--- src/rtl/core/tdfd_pkg.sv ---
// Shared constants, types and helpers for the toll display frame delimiter.
package tdfd_pkg;

    localparam int unsigned BYTE_W     = 8;
    localparam int unsigned APB_DATA_W = 32;
    localparam int unsigned APB_ADDR_W = 3;

    // Register index carried in paddr[2]
    localparam logic REG_MAX_FRAME_BYTES = 1'b0;

    localparam logic [BYTE_W-1:0] START_BYTE  = 8'h0A;
    localparam logic [BYTE_W-1:0] END_BYTE    = 8'h0D;
    localparam logic [BYTE_W-1:0] CMD_STATIC  = 8'h00;
    localparam logic [BYTE_W-1:0] CMD_SCROLL  = 8'h01;
    localparam logic [BYTE_W-1:0] CMD_BRIGHT  = 8'h40;
    localparam logic [BYTE_W-1:0] CMD_LAMP_A  = 8'h36;
    localparam logic [BYTE_W-1:0] CMD_LAMP_B  = 8'h37;
    localparam logic [BYTE_W-1:0] CMD_LAMP_C  = 8'h38;
    localparam logic [BYTE_W-1:0] CMD_LAMP_D  = 8'h39;
    localparam logic [BYTE_W-1:0] CMD_BEAT    = 8'h50;
    localparam logic [BYTE_W-1:0] ROW_MAX     = 8'd6;
    localparam logic [BYTE_W-1:0] LIMIT_RESET = 8'd149;
    localparam logic [BYTE_W-1:0] LIMIT_FLOOR = 8'd3;

    localparam logic [BYTE_W-1:0] POS_CMD       = 8'd1;
    localparam logic [BYTE_W-1:0] POS_ROW       = 8'd2;
    localparam logic [BYTE_W-1:0] POS_BRIGHT_END = 8'd4;
    localparam logic [BYTE_W-1:0] SCAN_STATIC   = 8'd3;
    localparam logic [BYTE_W-1:0] SCAN_SCROLL   = 8'd6;

    localparam logic [BYTE_W-1:0] LEN_HUNT   = 8'd1;
    localparam logic [BYTE_W-1:0] LEN_CMD    = 8'd2;
    localparam logic [BYTE_W-1:0] LEN_LAMP   = 8'd3;
    localparam logic [BYTE_W-1:0] LEN_BRIGHT = 8'd5;

    localparam logic VERDICT_OK     = 1'b0;
    localparam logic VERDICT_REJECT = 1'b1;

    typedef struct packed {
        logic              valid;
        logic              verdict;
        logic [BYTE_W-1:0] length;
        logic [BYTE_W-1:0] command;
    } result_t;

    function automatic logic is_lamp(input logic [BYTE_W-1:0] c);
        return (c == CMD_LAMP_A) || (c == CMD_LAMP_B) || (c == CMD_LAMP_C) ||
               (c == CMD_LAMP_D) || (c == CMD_BEAT);
    endfunction

endpackage

--- src/rtl/core/toll_display_frame_delimiter.sv ---
// Top level of the toll display frame delimiter.
//
//  channel | direction | handshake            | payload
//  --------+-----------+----------------------+---------------------------------------
//  rx      | in        | rx_valid / rx_stall  | rx_byte[7:0]
//  res     | out       | res_valid / res_stall| verdict, frame_length[7:0], command_code[7:0]
//  apb     | in        | psel/penable/pready  | paddr[2:0], pwdata/prdata[31:0]
//
// One byte is taken per cycle while rx_stall is low. A byte is first captured in the
// input register; its request, if it makes one, is then loaded into the result register,
// which drives res_valid. The frame position and command registers close the only loop
// and are updated when the held byte advances.
// Reset clears both, so the block hunts for a start byte; the limit resets to 149.
// A stall on the result side holds back rx only while the held byte would produce
// a request and the result register is still full.
module toll_display_frame_delimiter
    import tdfd_pkg::*;
(
    input  logic                  clk,
    input  logic                  rst_n,
    // Byte stream in
    input  logic                  rx_valid,
    output logic                  rx_stall,
    input  logic [BYTE_W-1:0]     rx_byte,
    // Verdict requests out
    output logic                  res_valid,
    input  logic                  res_stall,
    output logic                  verdict,
    output logic [BYTE_W-1:0]     frame_length,
    output logic [BYTE_W-1:0]     command_code,
    // Configuration
    input  logic                  psel,
    input  logic                  penable,
    input  logic                  pwrite,
    input  logic [APB_ADDR_W-1:0] paddr,
    input  logic [APB_DATA_W-1:0] pwdata,
    output logic [APB_DATA_W-1:0] prdata,
    output logic                  pready
);

    logic [BYTE_W-1:0] max_frame_bytes;
    logic              out_free;
    logic              advance;
    result_t           result;

    logic              res_valid_reg;
    logic              res_valid_next;
    logic              verdict_reg;
    logic [BYTE_W-1:0] length_reg;
    logic [BYTE_W-1:0] command_reg;
    logic              load;

    tdfd_cfg_regs u_cfg (
        .clk             (clk),
        .rst_n           (rst_n),
        .psel            (psel),
        .penable         (penable),
        .pwrite          (pwrite),
        .paddr           (paddr),
        .pwdata          (pwdata),
        .prdata          (prdata),
        .pready          (pready),
        .max_frame_bytes (max_frame_bytes)
    );

    tdfd_parser u_parser (
        .clk             (clk),
        .rst_n           (rst_n),
        .rx_valid        (rx_valid),
        .rx_stall        (rx_stall),
        .rx_byte         (rx_byte),
        .max_frame_bytes (max_frame_bytes),
        .out_free        (out_free),
        .advance         (advance),
        .result          (result)
    );

    // The result register is free when empty or being drained this cycle
    assign out_free = !res_valid_reg || !res_stall;
    assign load     = advance && result.valid;

    always_comb
    begin
        res_valid_next = res_valid_reg;
        if (out_free)
        begin
            res_valid_next = load;
        end
    end

    always_ff @(posedge clk or negedge rst_n)
    begin
        if (!rst_n)
        begin
            res_valid_reg <= 1'b0;
        end
        else
        begin
            res_valid_reg <= res_valid_next;
        end
    end

    // Hold the payload until the request is taken
    always_ff @(posedge clk)
    begin
        if (load)
        begin
            verdict_reg <= result.verdict;
            length_reg  <= result.length;
            command_reg <= result.command;
        end
    end

    assign res_valid    = res_valid_reg;
    assign verdict      = verdict_reg;
    assign frame_length = length_reg;
    assign command_code = command_reg;

endmodule

--- src/rtl/core/tdfd_cfg_regs.sv ---
// APB register file holding the display frame length limit.
module tdfd_cfg_regs
    import tdfd_pkg::*;
(
    input  logic                  clk,
    input  logic                  rst_n,
    input  logic                  psel,
    input  logic                  penable,
    input  logic                  pwrite,
    input  logic [APB_ADDR_W-1:0] paddr,
    input  logic [APB_DATA_W-1:0] pwdata,
    output logic [APB_DATA_W-1:0] prdata,
    output logic                  pready,
    output logic [BYTE_W-1:0]     max_frame_bytes
);

    logic [BYTE_W-1:0] limit_reg;
    logic [BYTE_W-1:0] limit_next;
    logic              hit;

    assign hit = (paddr[2] == REG_MAX_FRAME_BYTES);

    always_comb
    begin
        limit_next = limit_reg;
        if (psel && penable && pwrite && hit)
        begin
            limit_next = pwdata[BYTE_W-1:0];
        end
    end

    always_ff @(posedge clk or negedge rst_n)
    begin
        if (!rst_n)
        begin
            limit_reg <= LIMIT_RESET;
        end
        else
        begin
            limit_reg <= limit_next;
        end
    end

    assign pready          = 1'b1;
    assign prdata          = hit ? {{(APB_DATA_W-BYTE_W){1'b0}}, limit_reg} : '0;
    assign max_frame_bytes = limit_reg;

endmodule

--- src/rtl/core/tdfd_parser.sv ---
// Input byte register, frame position tracking and per-byte verdict logic.
module tdfd_parser
    import tdfd_pkg::*;
(
    input  logic              clk,
    input  logic              rst_n,
    input  logic              rx_valid,
    output logic              rx_stall,
    input  logic [BYTE_W-1:0] rx_byte,
    input  logic [BYTE_W-1:0] max_frame_bytes,
    input  logic              out_free,
    output logic              advance,
    output result_t           result
);

    logic              in_valid_reg;
    logic              in_valid_next;
    logic [BYTE_W-1:0] in_byte_reg;
    logic [BYTE_W-1:0] pos_reg;
    logic [BYTE_W-1:0] pos_next;
    logic [BYTE_W-1:0] cmd_reg;
    logic [BYTE_W-1:0] cmd_next;

    logic [BYTE_W-1:0] b;
    logic [BYTE_W-1:0] limit;
    logic [BYTE_W-1:0] scan_start;
    logic [BYTE_W:0]   pos_inc;
    logic [BYTE_W-1:0] step_pos;
    logic [BYTE_W-1:0] step_cmd;
    result_t           res;

    assign b          = in_byte_reg;
    assign limit      = (max_frame_bytes < LIMIT_FLOOR) ? LIMIT_FLOOR : max_frame_bytes;
    assign scan_start = (cmd_reg == CMD_SCROLL) ? SCAN_SCROLL : SCAN_STATIC;
    assign pos_inc    = {1'b0, pos_reg} + {{BYTE_W{1'b0}}, 1'b1};

    // Decide the byte held in the input register against the frame state
    always_comb
    begin
        res.valid   = 1'b0;
        res.verdict = VERDICT_REJECT;
        res.length  = pos_inc[BYTE_W-1:0];
        res.command = cmd_reg;
        step_pos    = pos_inc[BYTE_W-1:0];
        step_cmd    = cmd_reg;
        if (pos_reg == '0)
        begin
            res.length  = LEN_HUNT;
            res.command = '0;
            res.valid   = (b != START_BYTE);
        end
        else if (pos_reg == POS_CMD)
        begin
            step_cmd    = b;
            res.length  = LEN_CMD;
            res.command = b;
            res.valid   = !(is_lamp(b) || (b == CMD_BRIGHT) ||
                            (b == CMD_STATIC) || (b == CMD_SCROLL));
        end
        else if (is_lamp(cmd_reg))
        begin
            res.valid   = 1'b1;
            res.length  = LEN_LAMP;
            res.verdict = (b == END_BYTE) ? VERDICT_OK : VERDICT_REJECT;
        end
        else if (cmd_reg == CMD_BRIGHT)
        begin
            res.length  = LEN_BRIGHT;
            res.verdict = (b == END_BYTE) ? VERDICT_OK : VERDICT_REJECT;
            res.valid   = !(pos_reg < POS_BRIGHT_END);
        end
        else
        begin
            if ((pos_reg == POS_ROW) && (b > ROW_MAX))
            begin
                res.valid  = 1'b1;
                res.length = LEN_LAMP;
            end
            else if ((pos_reg >= scan_start) && (b == END_BYTE))
            begin
                res.valid   = 1'b1;
                res.verdict = VERDICT_OK;
            end
            else if (pos_inc >= {1'b0, limit})
            begin
                res.valid = 1'b1;
            end
        end
    end

    // A byte that makes no result never waits on the result side
    assign advance  = in_valid_reg && (!res.valid || out_free);
    assign rx_stall = in_valid_reg && !advance;

    always_comb
    begin
        in_valid_next = in_valid_reg;
        pos_next      = pos_reg;
        cmd_next      = cmd_reg;
        if (!rx_stall)
        begin
            in_valid_next = rx_valid;
        end
        if (advance)
        begin
            if (res.valid)
            begin
                pos_next = '0;
                cmd_next = '0;
            end
            else
            begin
                pos_next = step_pos;
                cmd_next = step_cmd;
            end
        end
    end

    always_ff @(posedge clk or negedge rst_n)
    begin
        if (!rst_n)
        begin
            in_valid_reg <= 1'b0;
            pos_reg      <= '0;
            cmd_reg      <= '0;
        end
        else
        begin
            in_valid_reg <= in_valid_next;
            pos_reg      <= pos_next;
            cmd_reg      <= cmd_next;
        end
    end

    always_ff @(posedge clk)
    begin
        if (!rx_stall && rx_valid)
        begin
            in_byte_reg <= rx_byte;
        end
    end

    // Only a byte actually held in the input register makes a request
    always_comb
    begin
        result       = res;
        result.valid = res.valid && in_valid_reg;
    end

endmodule

--- config.mk ---
export PLATFORM = sky130hd
export DESIGN_NAME = toll_display_frame_delimiter
export DESIGN_NICKNAME = d
export VERILOG_FILES = /design/src/rtl/core/tdfd_pkg.sv /design/src/rtl/core/toll_display_frame_delimiter.sv /design/src/rtl/core/tdfd_cfg_regs.sv /design/src/rtl/core/tdfd_parser.sv
export SDC_FILE = /design/constraint.sdc
export NUM_CORES = 1
export LEC_CHECK = 0
export BUFFER_PORTS_ARGS = -buffer_cell sky130_fd_sc_hd__buf_4
export CORE_AREA = 4 4 106 108
export CTS_CLUSTER_DIAMETER = 30
export DETAILED_ROUTE_END_ITERATION = 10
export DIE_AREA = 0 0 110 112
export GPL_TIMING_DRIVEN = 0
export MAX_ROUTING_LAYER = met4
export PLACE_DENSITY = 0.63
export REMOVE_ABC_BUFFERS = 1
export SLEW_MARGIN = 20
export SYNTH_ARGS = -nofsm -noshare
export SYNTH_HDL_FRONTEND = slang
export SYNTH_SLANG_ARGS = --single-unit
--- constraint.sdc ---
create_clock -name clk -period 3.6 [get_ports clk]
set_input_delay 0.18 -clock clk [delete_from_list [all_inputs] [get_ports clk]]
set_output_delay 0.18 -clock clk [all_outputs]
set_load 0.01 [all_outputs]
==> results.json, run 1 <==
{
  "p_leak_nw": 1.621,
  "clk_latency_ns": 0.31,
  "fin_crit_sh_pct": 95.20,
  "die_h_um": 112,
  "synth_flop_cell": "edfxtp_1",
  "firstDrtPassIters": 4,
  "ff2ff_setup_slack_ns": 0.20,
  "path_max_fanout": 5,
  "viasPerCell": 4.738,
  "crit_type": "reg2out",
  "grt_overflow": 0,
  "timing.fmax_mhz": 291.8,
  "syn_area_per_cell_um2": 10.37,
  "slew_viol_final": 0,
  "yosys_warnings": 0,
  "place_inst": 471,
  "hold_class": "in2reg",
  "dieArea_mm2": 0.01232,
  "cap_violations": 0,
  "setup_viol": 0,
  "drc": 0,
  "top_level_ports": 102,
  "hold_depth": 1,
  "die_w_um": 110,
  "antenna_left": 0,
  "drive_gt1_share_pct": 27.87,
  "area_growth_pct": 19.06,
  "cts_buffers": 5,
  "min-delay-start": "rx_byte[6]",
  "cts_tree": "built",
  "nets": 411,
  "async_flop_share_pct": 50.98,
  "p_total_mw": 2.427,
  "synth_seq_cells": 51,
  "hold_end": "u_parser.b[6]$_DFFE_PP_",
  "cts_sinks": 51,
  "synth_edf_count": 25,
  "setup_tns_ns": 0,
  "synth_top_area_cell": "edfxtp_1",
  "syn_area_mm2": 0.003059,
  "skew_ns": 0.01164,
  "cp_data_required_time_ns": 3.42,
  "regToRegEndpoint": "u_parser.b[2]$_DFFE_PP_",
  "synth_area_leaders": "edfxtp_1, dfrtp_1, buf_4",
  "ir_worst_vdd_mv": 0.2420,
  "grt_pass1_vias": 2175,
  "synth.yosys.seq_area_share_pct": 45.97,
  "finalWirelength_mm": 6.553,
  "rows": 37,
  "grt_usage_pct": 10.71,
  "dr_wl_met3_um": 327,
  "syn_inst": 295,
  "cts_root_buffer": "clkbuf_8",
  "maxSlewHeadroom_pct": 52.81,
  "ff2ff_path_depth": 10,
  "wl_per_cell_um": 13.54,
  "wl_met1_mm": 2.928,
  "nFillCells": 1021,
  "ys_types": 55,
  "hold_viol": 0,
  "worst_pin_slew_ns": 0.7065,
  "met2_length_mm": 3.166,
  "grt_pass1_wl_mm": 10.41,
  "yosysTopAreaCellShare_pct": 24.54,
  "dp_hpwl_mm": 5.024,
  "path_clk_slew_ns": 0.10,
  "crit_arrival_ns": 3.25,
  "drt_iter0_markers": 123,
  "io_buffers": 50,
  "fin_cells": 484,
  "place.gp.congestion": 0.8678,
  "cp-end-kind": "output pin",
  "status": "complete, no violations",
  "r2r-start": "u_parser.cmd_reg[1]$_DFFE_PN0P_",
  "top_layer": "met4",
  "start_util_pct": 29.90,
  "fin_crit_ns": 3.427,
  "diodes": 0,
  "cp-start-kind": "register",
  "grt_max_degree": 27,
  "vias": 2293,
  "antenna_found_initial": 0,
  "h-tree-depth": 2,
  "core_mm2": 0.01023,
  "cts_buffer_depth": 2,
  "cellPowerDensity_mw_per_mm2": 666.4
}
-- layout by cell type (no fill, tap or decap), drive strengths merged, types with 2 or more instances in the layout --
master | netlist | final
o221ai | 2 | 2
nand2 | 20 | 20
nand4b | 3 | 3
a31o | 2 | 2
nor2b | 9 | 9
a22o | 7 | 7
ha | 14 | 14
nor4 | 2 | 2
clkinv | 0 | 2
dfrtp | 22 | 22
o21ai | 10 | 10
a2111oi | 2 | 2
and3 | 4 | 4
xnor2 | 4 | 4
inv | 13 | 14
nand3 | 13 | 13
or4 | 3 | 3
a21boi | 4 | 4
nand4 | 2 | 2
mux2i | 8 | 8
a31oi | 2 | 2
xor2 | 2 | 2
mux2 | 9 | 9
a21oi | 5 | 5
buf | 27 | 54
o211ai | 3 | 3
o2111ai | 2 | 2
nor3 | 2 | 2
o21a | 3 | 3
conb | 2 | 25
nor2 | 33 | 33
clkbuf | 6 | 5
edfxtp | 25 | 25
dfstp | 4 | 4
nand2b | 5 | 5
nand3b | 2 | 2
and2 | 5 | 5
-- cell usage after synthesis (4+ instances only) --
library cell,count
a21oi_1,5
and2_1,4
mux2_2,9
nor2_1,33
a22o_1,7
nand3_1,13
dfrtp_1,22
o21ai_0,9
dfstp_2,4
xnor2_1,4
buf_4,25
ha_1,14
nand2_1,20
and3_1,4
clkbuf_1,6
inv_1,13
mux2i_1,8
edfxtp_1,25
nor2b_1,9
nand2b_1,5
a21boi_0,4
-- logic make-up after synthesis --
| kind of cell | count (synthesis) | synth area share (%) |
|---|---|---|
| XOR/XNOR | 6 | 1.718 |
| buffers and inverters | 46 | 9.202 |
| adder cells (fa/ha/maj) | 14 | 5.726 |
| AO/OA/AOI/OAI | 52 | 13.25 |
| AND/OR/NAND/NOR | 107 | 17.95 |
| flip-flops | 51 | 45.97 |
| other | 2 | 0.2455 |
| multiplexers | 17 | 5.931 |
-- layout make-up --
class	count	area [µm²]	area share [%]
Clock buffer	5	68.82	1.889
Clock inverter	3	28.78	0.7901
Inverter	13	48.80	1.340
Multi-Input combinational cell	221	1495	41.05
Sequential cell	51	1415	38.85
Tap cell	136	170.2	4.672
Timing Repair Buffer	55	415.4	11.41
-- metal layers --
layer	up-vias	global-route usage, %
li1	1117	-
met5	-	-
met1	1089	13.70
met2	74	17.15
met3	13	1.449
met4	0	3.907
-- per-stage QoR --
| stage | hold slack (ns) | worst slack (ns) | cell area (µm²) | util (%) |
|---|---|---|---|---|
| 2_1_floorplan | -0.1156 | 0.1914 | 2913 | - |
| 3_3_place_gp | 0.1143 | -0.4965 | 3458 | 33.80 |
| 3_5_place_dp | 0.1167 | -0.3342 | 3461 | 33.83 |
| 4_1_cts | 0.02135 | 0.02085 | 3585 | 35.04 |
| 5_1_grt | 0.01851 | -0.009102 | 3642 | 35.60 |
| 6_report | 0.03519 | 0.1729 | 3642 | 35.60 |
-- worst max-delay path by stage --
stage | start | depth (start not counted) | endpoint
after floorplan | u_parser.cmd_reg[1]$_DFFE_PN0P_ | 10 | u_parser.b[0]$_DFFE_PP_
after global routing | u_parser.cmd_reg[1]$_DFFE_PN0P_ | 11 | rx_stall
after global placement | u_parser.pos_reg[0]$_DFFE_PN0P_ | 10 | command_code[7]$_SDFFCE_PP0P_
after CTS | u_parser.cmd_reg[1]$_DFFE_PN0P_ | 11 | rx_stall
after detailed placement | u_parser.cmd_reg[1]$_DFFE_PN0P_ | 10 | u_parser.b[2]$_DFFE_PP_
final | u_parser.cmd_reg[1]$_DFFE_PN0P_ | 11 | rx_stall
-- power by group --
group | internal [mW] | total (mW) | switching (mW)
sequential | 0.819 | 0.959 | 0.140
combinational | 0.484 | 1.12 | 0.632
clock | 0.144 | 0.352 | 0.208
total | 1.45 | 2.43 | 0.979
-- repair_timing --
| action | 4_1_cts | 5_1_grt |
|---|---|---|
| hold buffers | 1 | 0 |
| setup buffers | 1 | 3 |
| setup endpoints to repair | 26 | 26 |
| endpoints found under the hold margin | 22 | 0 |
| gates cloned | 0 | 0 |
| pin swaps | 1 | 1 |
| resized for setup | 3 | 12 |
-- critical path: stages, from the launching register on --
cell       delay [ns]
dfrtp_2          0.44
nor4_2           0.31
nand4_1          0.18
ha_1             0.30
nand2b_1         0.15
a2111o_1         0.44
a221o_1          0.31
a2111oi_2        0.22
o31a_2           0.21
nand2b_4         0.17
nor2_1           0.07
buf_4            0.15
Power figures use the tool's default switching activity.
==> run 2, diff against run 1 <==
ABC_AREA = 1   (was default)
CORE_AREA = 4 4 108 110   (was 4 4 106 108)
DIE_AREA = 0 0 112 114   (was 0 0 110 112)
PLACE_DENSITY = 0.6   (was 0.63)
clock period = 3.4 ns   (was 3.6 ns; I/O delays follow)
==> results.json, run 2 <==
{
  "syn_area_per_cell_um2": 8.420,
  "cap_violations": 0,
  "layout_common_cells": "nand2_1, buf_4, nor2_1",
  "nFillCells": 1110,
  "grtUsageMet3_pct": 1.592,
  "cp-end-kind": "output pin",
  "dp_slack_ns": -0.03810,
  "swShare_pct": 38.25,
  "die_h_um": 114,
  "io_buffers": 50,
  "die_w_um": 112,
  "core_mm2": 0.01070,
  "antenna_found_initial": 0,
  "p_int_mw": 1.350,
  "yosys_warnings": 0,
  "busiest_layer": "met2",
  "layout_commonest_cell": "nand2_1",
  "power.switching_uw": 836.4,
  "cts_buffer_depth": 2,
  "sequentialPowerShare_pct": 41.9,
  "clock_power_share_pct": 17.5,
  "p_leak_nw": 1.808,
  "grt_usage_pct": 10.42,
  "maxSlewHeadroom_pct": 62.42,
  "drc": 0,
  "crit_type": "reg2out",
  "vias": 2456,
  "area_growth_pct": 18.80,
  "antenna_left": 0,
  "top_level_ports": 102,
  "multi_input_area_mm2": 0.001468,
  "layout_setup_ws_ns": 0.3025,
  "clk_latency_ns": 0.30,
  "syn_area_mm2": 0.003141,
  "power_frac_comb_pct": 40.6,
  "path_max_fanout": 6,
  "dieArea_mm2": 0.01277,
  "syn_inst": 373,
  "drive_gt1_share_pct": 23.53,
  "rows": 38,
  "grt_pass1_wl_mm": 10.79,
  "synth.yosys.seq_area_share_pct": 44.78,
  "synth_edf_count": 25,
  "worst_pin_slew_ns": 0.5621,
  "crit_arrival_ns": 2.93,
  "use_met2_pct": 16.59,
  "h-tree-depth": 2,
  "diodes": 0,
  "status": "complete, no violations",
  "place.gp.congestion": 0.8558,
  "async_flop_share_pct": 50.98,
  "synth_area_leaders": "edfxtp_1, dfrtp_1, nand2_1",
  "yosys-top-cells-count": "nand2_1, nor2_1, inv_1",
  "synth.most_common_cell": "nand2_1",
  "grt_pass1_vias": 2401,
  "finalWirelength_mm": 6.462,
  "fin_crit_sh_pct": 91.10,
  "viasPerCell": 4.347,
  "cts_tree": "built",
  "nets": 488,
  "firstDrtPassIters": 4,
  "hold_class": "in2reg",
  "regArea_mm2": 0.001408,
  "dp_hpwl_mm": 5.173,
  "hold_viol": 0,
  "grt_overflow": 0,
  "wl_per_cell_um": 11.44,
  "skew_ns": 0.003993,
  "drt_iter0_markers": 161,
  "yosysTopAreaCellShare_pct": 23.90,
  "cp_data_required_time_ns": 3.23,
  "cts_buffers": 5,
  "cts_root_buffer": "clkbuf_8",
  "fin_crit_ns": 3.098,
  "ir_worst_vdd_mv": 0.1967,
  "whs_ns": 0.04325,
  "cp-start-kind": "register",
  "setup_viol": 0,
  "slew_viol_final": 0,
  "timing.fmax_mhz": 322.8,
  "synth_flop_cell": "edfxtp_1",
  "ys_types": 35,
  "start_util_pct": 29.36,
  "synth_seq_cells": 51,
  "path_clk_slew_ns": 0.09,
  "cellPowerDensity_mw_per_mm2": 586.0,
  "met1_usage_pct": 13.42,
  "synth_top_area_cell": "edfxtp_1",
  "cts_sinks": 51,
  "grt_max_degree": 27
}
## run 2: worst max-delay path, cell delays in order, from the launching register on
cell and delay (ns):
dfrtp_2 0.42, inv_1 0.13, nor3_2 0.25, nand2_1 0.07, nor2_1 0.21, nand3_1 0.16
xor2_2 0.19, ha_1 0.21, a21oi_1 0.18, nand2_2 0.08, nor2_2 0.07, nand2_1 0.07
nand2_1 0.08, nand2_2 0.06, nand2_4 0.10, a21boi_4 0.08, nand3_2 0.09, inv_1 0.05
buf_4 0.14
## run 2: timing repair
action | 4_1_cts | 5_1_grt
hold endpoints to repair | 22 | 0
cloned | 0 | 0
buffers inserted | 0 | 1
hold buffers | 1 | 0
resized for setup | 1 | 7
setup endpoints to repair | 17 | 26
## run 2: stage by stage
stage | util [%] | cell area, µm² | power [mW] | TNS (ns) | std cells
CTS | 34.42 | 3682 | 2.176 | 0 | 564
detailed placement | 33.33 | 3566 | 1.786 | -0.6338 | 555
finish | 34.88 | 3731 | 2.186 | 0 | 565
global placement | 33.33 | 3566 | 1.768 | 0 | 555
floorplan | - | 3015 | 1.471 | 0 | 365
global route | 34.88 | 3731 | 2.350 | -0.002862 | 565
## run 2: cell families after synthesis
kind of cell | Yosys count | synth area share (%)
simple gates | 184 | 28.33
buf+inv | 76 | 12.11
flops | 51 | 44.78
compound gates | 39 | 6.973
fa+ha+maj | 14 | 5.578
xor+xnor | 6 | 1.673
other cells | 2 | 0.2391
mux | 1 | 0.3187
## run 2: worst paths after layout
check	end	cells after the start	slack [ns]	startpoint
max	rx_stall	18	0.30	u_parser.pos_reg[0]$_DFFE_PN0P_
min	u_parser.b[6]$_DFFE_PP_	1	0.04	rx_byte[6]
max reg2reg	frame_length[3]$_SDFFCE_PP0P_	18	0.36	u_parser.pos_reg[0]$_DFFE_PN0P_
min reg2reg	u_parser.cmd_reg[2]$_DFFE_PN0P_	2	0.49	u_parser.cmd_reg[2]$_DFFE_PN0P_
max in group asynchronous	u_cfg.max_frame_bytes[2]$_DFFE_PN1P_	2	2.79	rst_n
min in group asynchronous	u_parser.pos_reg[7]$_DFFE_PN0P_	2	0.32	rst_n
## run 2: cell type report
type	instances	share of cell area (%)
inverter	45	4.628
multi-input combinational	269	39.34
clock buffer	6	2.515
clock inverter	2	0.2347
timing repair buffer	52	10.87
tap	140	4.695
sequential	51	37.73
## run 2: routing by layer
layer | part of all wire (%) | vias to the layer above
met2 | 46 | 80
met4 | 1.5 | 0
met3 | 5.5 | 8
met1 | 47 | 1111
li1 | - | 1257
met5 | 0 | -
## run 2: power by group through the flow
stage                     combinational [mW]  sequential (mW)  clock, mW
after floorplan                        0.516            0.955          0
after global placement                 0.834            0.934          0
after detailed placement               0.855            0.931          0
after CTS                              0.865            0.917      0.394
after global routing                   0.988            0.937      0.425
final                                  0.889            0.916      0.382
==> run 3, diff against run 2 <==
CORE_AREA = 4 4 109 111   (was 4 4 108 110)
DIE_AREA = 0 0 113 115   (was 0 0 112 114)
SYNTH_HIERARCHICAL = 1   (was default)
==> results.json, run 3 <==
{
  "dp_hpwl_mm": 5.299,
  "layout_commonest_cell": "nand2_1",
  "cts_tree": "built",
  "synth_area_leaders": "edfxtp_1, dfrtp_1, nand2_1",
  "crit_type": "reg2reg",
  "final_core_util_pct": 37.06,
  "start_util_pct": 29.84,
  "synth.most_common_cell": "nand2_1",
  "top_level_ports": 102,
  "timing.fmax_mhz": 315.5,
  "layout_common_cells": "nand2_1, buf_4, inv_1",
  "synth_top_area_cell": "edfxtp_1",
  "hold_class": "in2reg",
  "sequentialPowerShare_pct": 38.9,
  "path_clk_slew_ns": 0.10,
  "place.gp.congestion": 0.9543,
  "drt_iter0_markers": 196,
  "antenna_left": 0,
  "fin_crit_ns": 3.170,
  "cts_buffers": 5,
  "power.switching_uw": 798.7,
  "cp_data_required_time_ns": 3.42,
  "antenna_found_initial": 0,
  "power_frac_comb_pct": 40.5,
  "synth.yosys.seq_area_share_pct": 43.67,
  "ys_types": 35,
  "crit_family": "simple AND/OR/NAND/NOR gates",
  "syn_area_mm2": 0.003221,
  "grt_max_degree": 27,
  "cts_sinks": 51,
  "die_w_um": 113,
  "skew_ns": 0.009751,
  "drc": 0,
  "h-tree-depth": 2,
  "dieArea_mm2": 0.01300,
  "firstDrtPassIters": 4,
  "fin_crit_sh_pct": 93.23,
  "cts_buffer_depth": 2,
  "grt_overflow": 0,
  "grt_usage_pct": 10.98,
  "synth_seq_cells": 51,
  "cellPowerDensity_mw_per_mm2": 534.0,
  "diodes": 0,
  "r2r-start": "u_parser/pos_reg[0]$_DFFE_PN0P_",
  "finalWirelength_mm": 7.367,
  "wl_per_cell_um": 12.14,
  "grt_pass1_vias": 2416,
  "die_h_um": 115,
  "cts_root_buffer": "clkbuf_8",
  "core_mm2": 0.01079,
  "maxSlewHeadroom_pct": 65.31,
  "syn_inst": 401,
  "clock_power_share_pct": 20.6,
  "crit_arrival_ns": 3.19,
  "cp-end-kind": "register",
  "clk_latency_ns": 0.30,
  "setup_viol": 0,
  "status": "complete, no violations",
  "crit_start": "u_parser/pos_reg[0]$_DFFE_PN0P_",
  "area_growth_pct": 24.20,
  "path_max_fanout": 17,
  "cp-start-kind": "register",
  "p_leak_nw": 2.014,
  "async_flop_share_pct": 50.98,
  "yosys-top-cells-count": "nand2_1, inv_1, nor2_1",
  "worst_pin_slew_ns": 0.5197,
  "cap_violations": 0,
  "drive_gt1_share_pct": 28.05,
  "synth_edf_count": 25,
  "synth_flop_cell": "edfxtp_1",
  "syn_area_per_cell_um2": 8.031,
  "setup_tns_ns": 0,
  "viasPerCell": 4.414,
  "swShare_pct": 37.39,
  "yosysTopAreaCellShare_pct": 23.31,
  "io_buffers": 50,
  "cp.buffers_inverters": 7,
  "rows": 38,
  "vias": 2679,
  "hold_viol": 0,
  "cpMaxStageDelayCell": "dfrtp_2",
  "nets": 530,
  "grt_pass1_wl_mm": 11.35,
  "min-delay-start": "rx_byte[7]",
  "ir_worst_vdd_mv": 0.2658,
  "slew_viol_final": 0,
  "max_stage_delay_ns": 0.43,
  "p_int_mw": 1.337,
  "yosys_warnings": 6
}
==> run 3: changes by cell type after synthesis, moves of 4 or more <==
cell	previous run	this run
nand2_1	82	105
inv_1	41	55
nand3_1	9	22
a21oi_1	24	13
nor2_2	9	4
nor2_1	46	42
o21ai_2	0	4
==> run 3: timing repair <==
action	in CTS	in global routing
cloned	0	1
buffers inserted	2	13
pin swaps	1	8
hold endpoints to repair	22	0
resized for setup	5	28
setup endpoints to repair	21	34
hold buffers	1	0
==> run 3: final cells by class <==
type                    count  area [µm²]
fillers                  1065        6793
multi-input cells         284        1553
flip-flops and latches     51        1409
repair buffers             66       510.5
inverters                  58       230.2
well taps                 140       175.2
clock buffers               8       122.6
==> run 3: cells by family after synthesis <==
group,Yosys count,share of synthesized area (%)
and+or+nand+nor,205,29.02
buffers and inverters,90,14.06
DFF,51,43.67
AOI/OAI and AO/OA,36,6.760
adders and majority gates,14,5.439
xor gates and xnor gates,3,0.8160
other,2,0.2332
==> run 3: power groups by stage <==
stage | Clock [mW] | Sequential [mW] | Combinational [mW]
floorplan | 0 | 0.845 | 0.437
global placement | 0 | 0.843 | 0.667
detailed placement | 0 | 0.842 | 0.679
CTS | 0.454 | 0.830 | 0.731
global route | 0.468 | 0.845 | 0.960
finish | 0.439 | 0.831 | 0.866
==> run 3: through the flow <==
| step | worst slack [ns] | hold slack [ns] | instance area (µm²) | cells | total power, mW |
|---|---|---|---|---|---|
| finish | 0.2302 | 0.03421 | 4000 | 607 | 2.136 |
| global route | -0.06414 | 0.01987 | 4000 | 607 | 2.274 |
| CTS | 0.04633 | 0.02737 | 3800 | 593 | 2.014 |
| global placement | -0.4536 | 0.09363 | 3622 | 582 | 1.510 |
| detailed placement | -0.4983 | 0.09791 | 3622 | 582 | 1.520 |
| floorplan | 0.2277 | -0.1256 | 3072 | 392 | 1.282 |
==> run 3: path summary, 6_finish.rpt <==
check | end | slack, ns | depth (start not counted)
worst max-delay path | frame_length[5]$_DFFE_PP_ | 0.23 | 25
worst min-delay path | u_parser/b[7]$_DFFE_PP_ | 0.03 | 1
worst max register to register | frame_length[5]$_DFFE_PP_ | 0.23 | 25
worst min register to register | u_cfg/max_frame_bytes[4]$_DFFE_PN1P_ | 0.48 | 2
max in group asynchronous | u_cfg/max_frame_bytes[0]$_DFFE_PN1P_ | 2.79 | 2
min in group asynchronous | u_parser/cmd_reg[4]$_DFFE_PN0P_ | 0.31 | 2
==> run 3: metal layers <==
layer / vias to the layer above / global-route usage [%] / wire length [µm]
met1: 1206 / 14.88 / 3467
met5: - / - / 0
met3: 10 / 1.684 / 492
li1: 1351 / - / -
met4: 0 / 4.567 / 139
met2: 112 / 16.39 / 3268
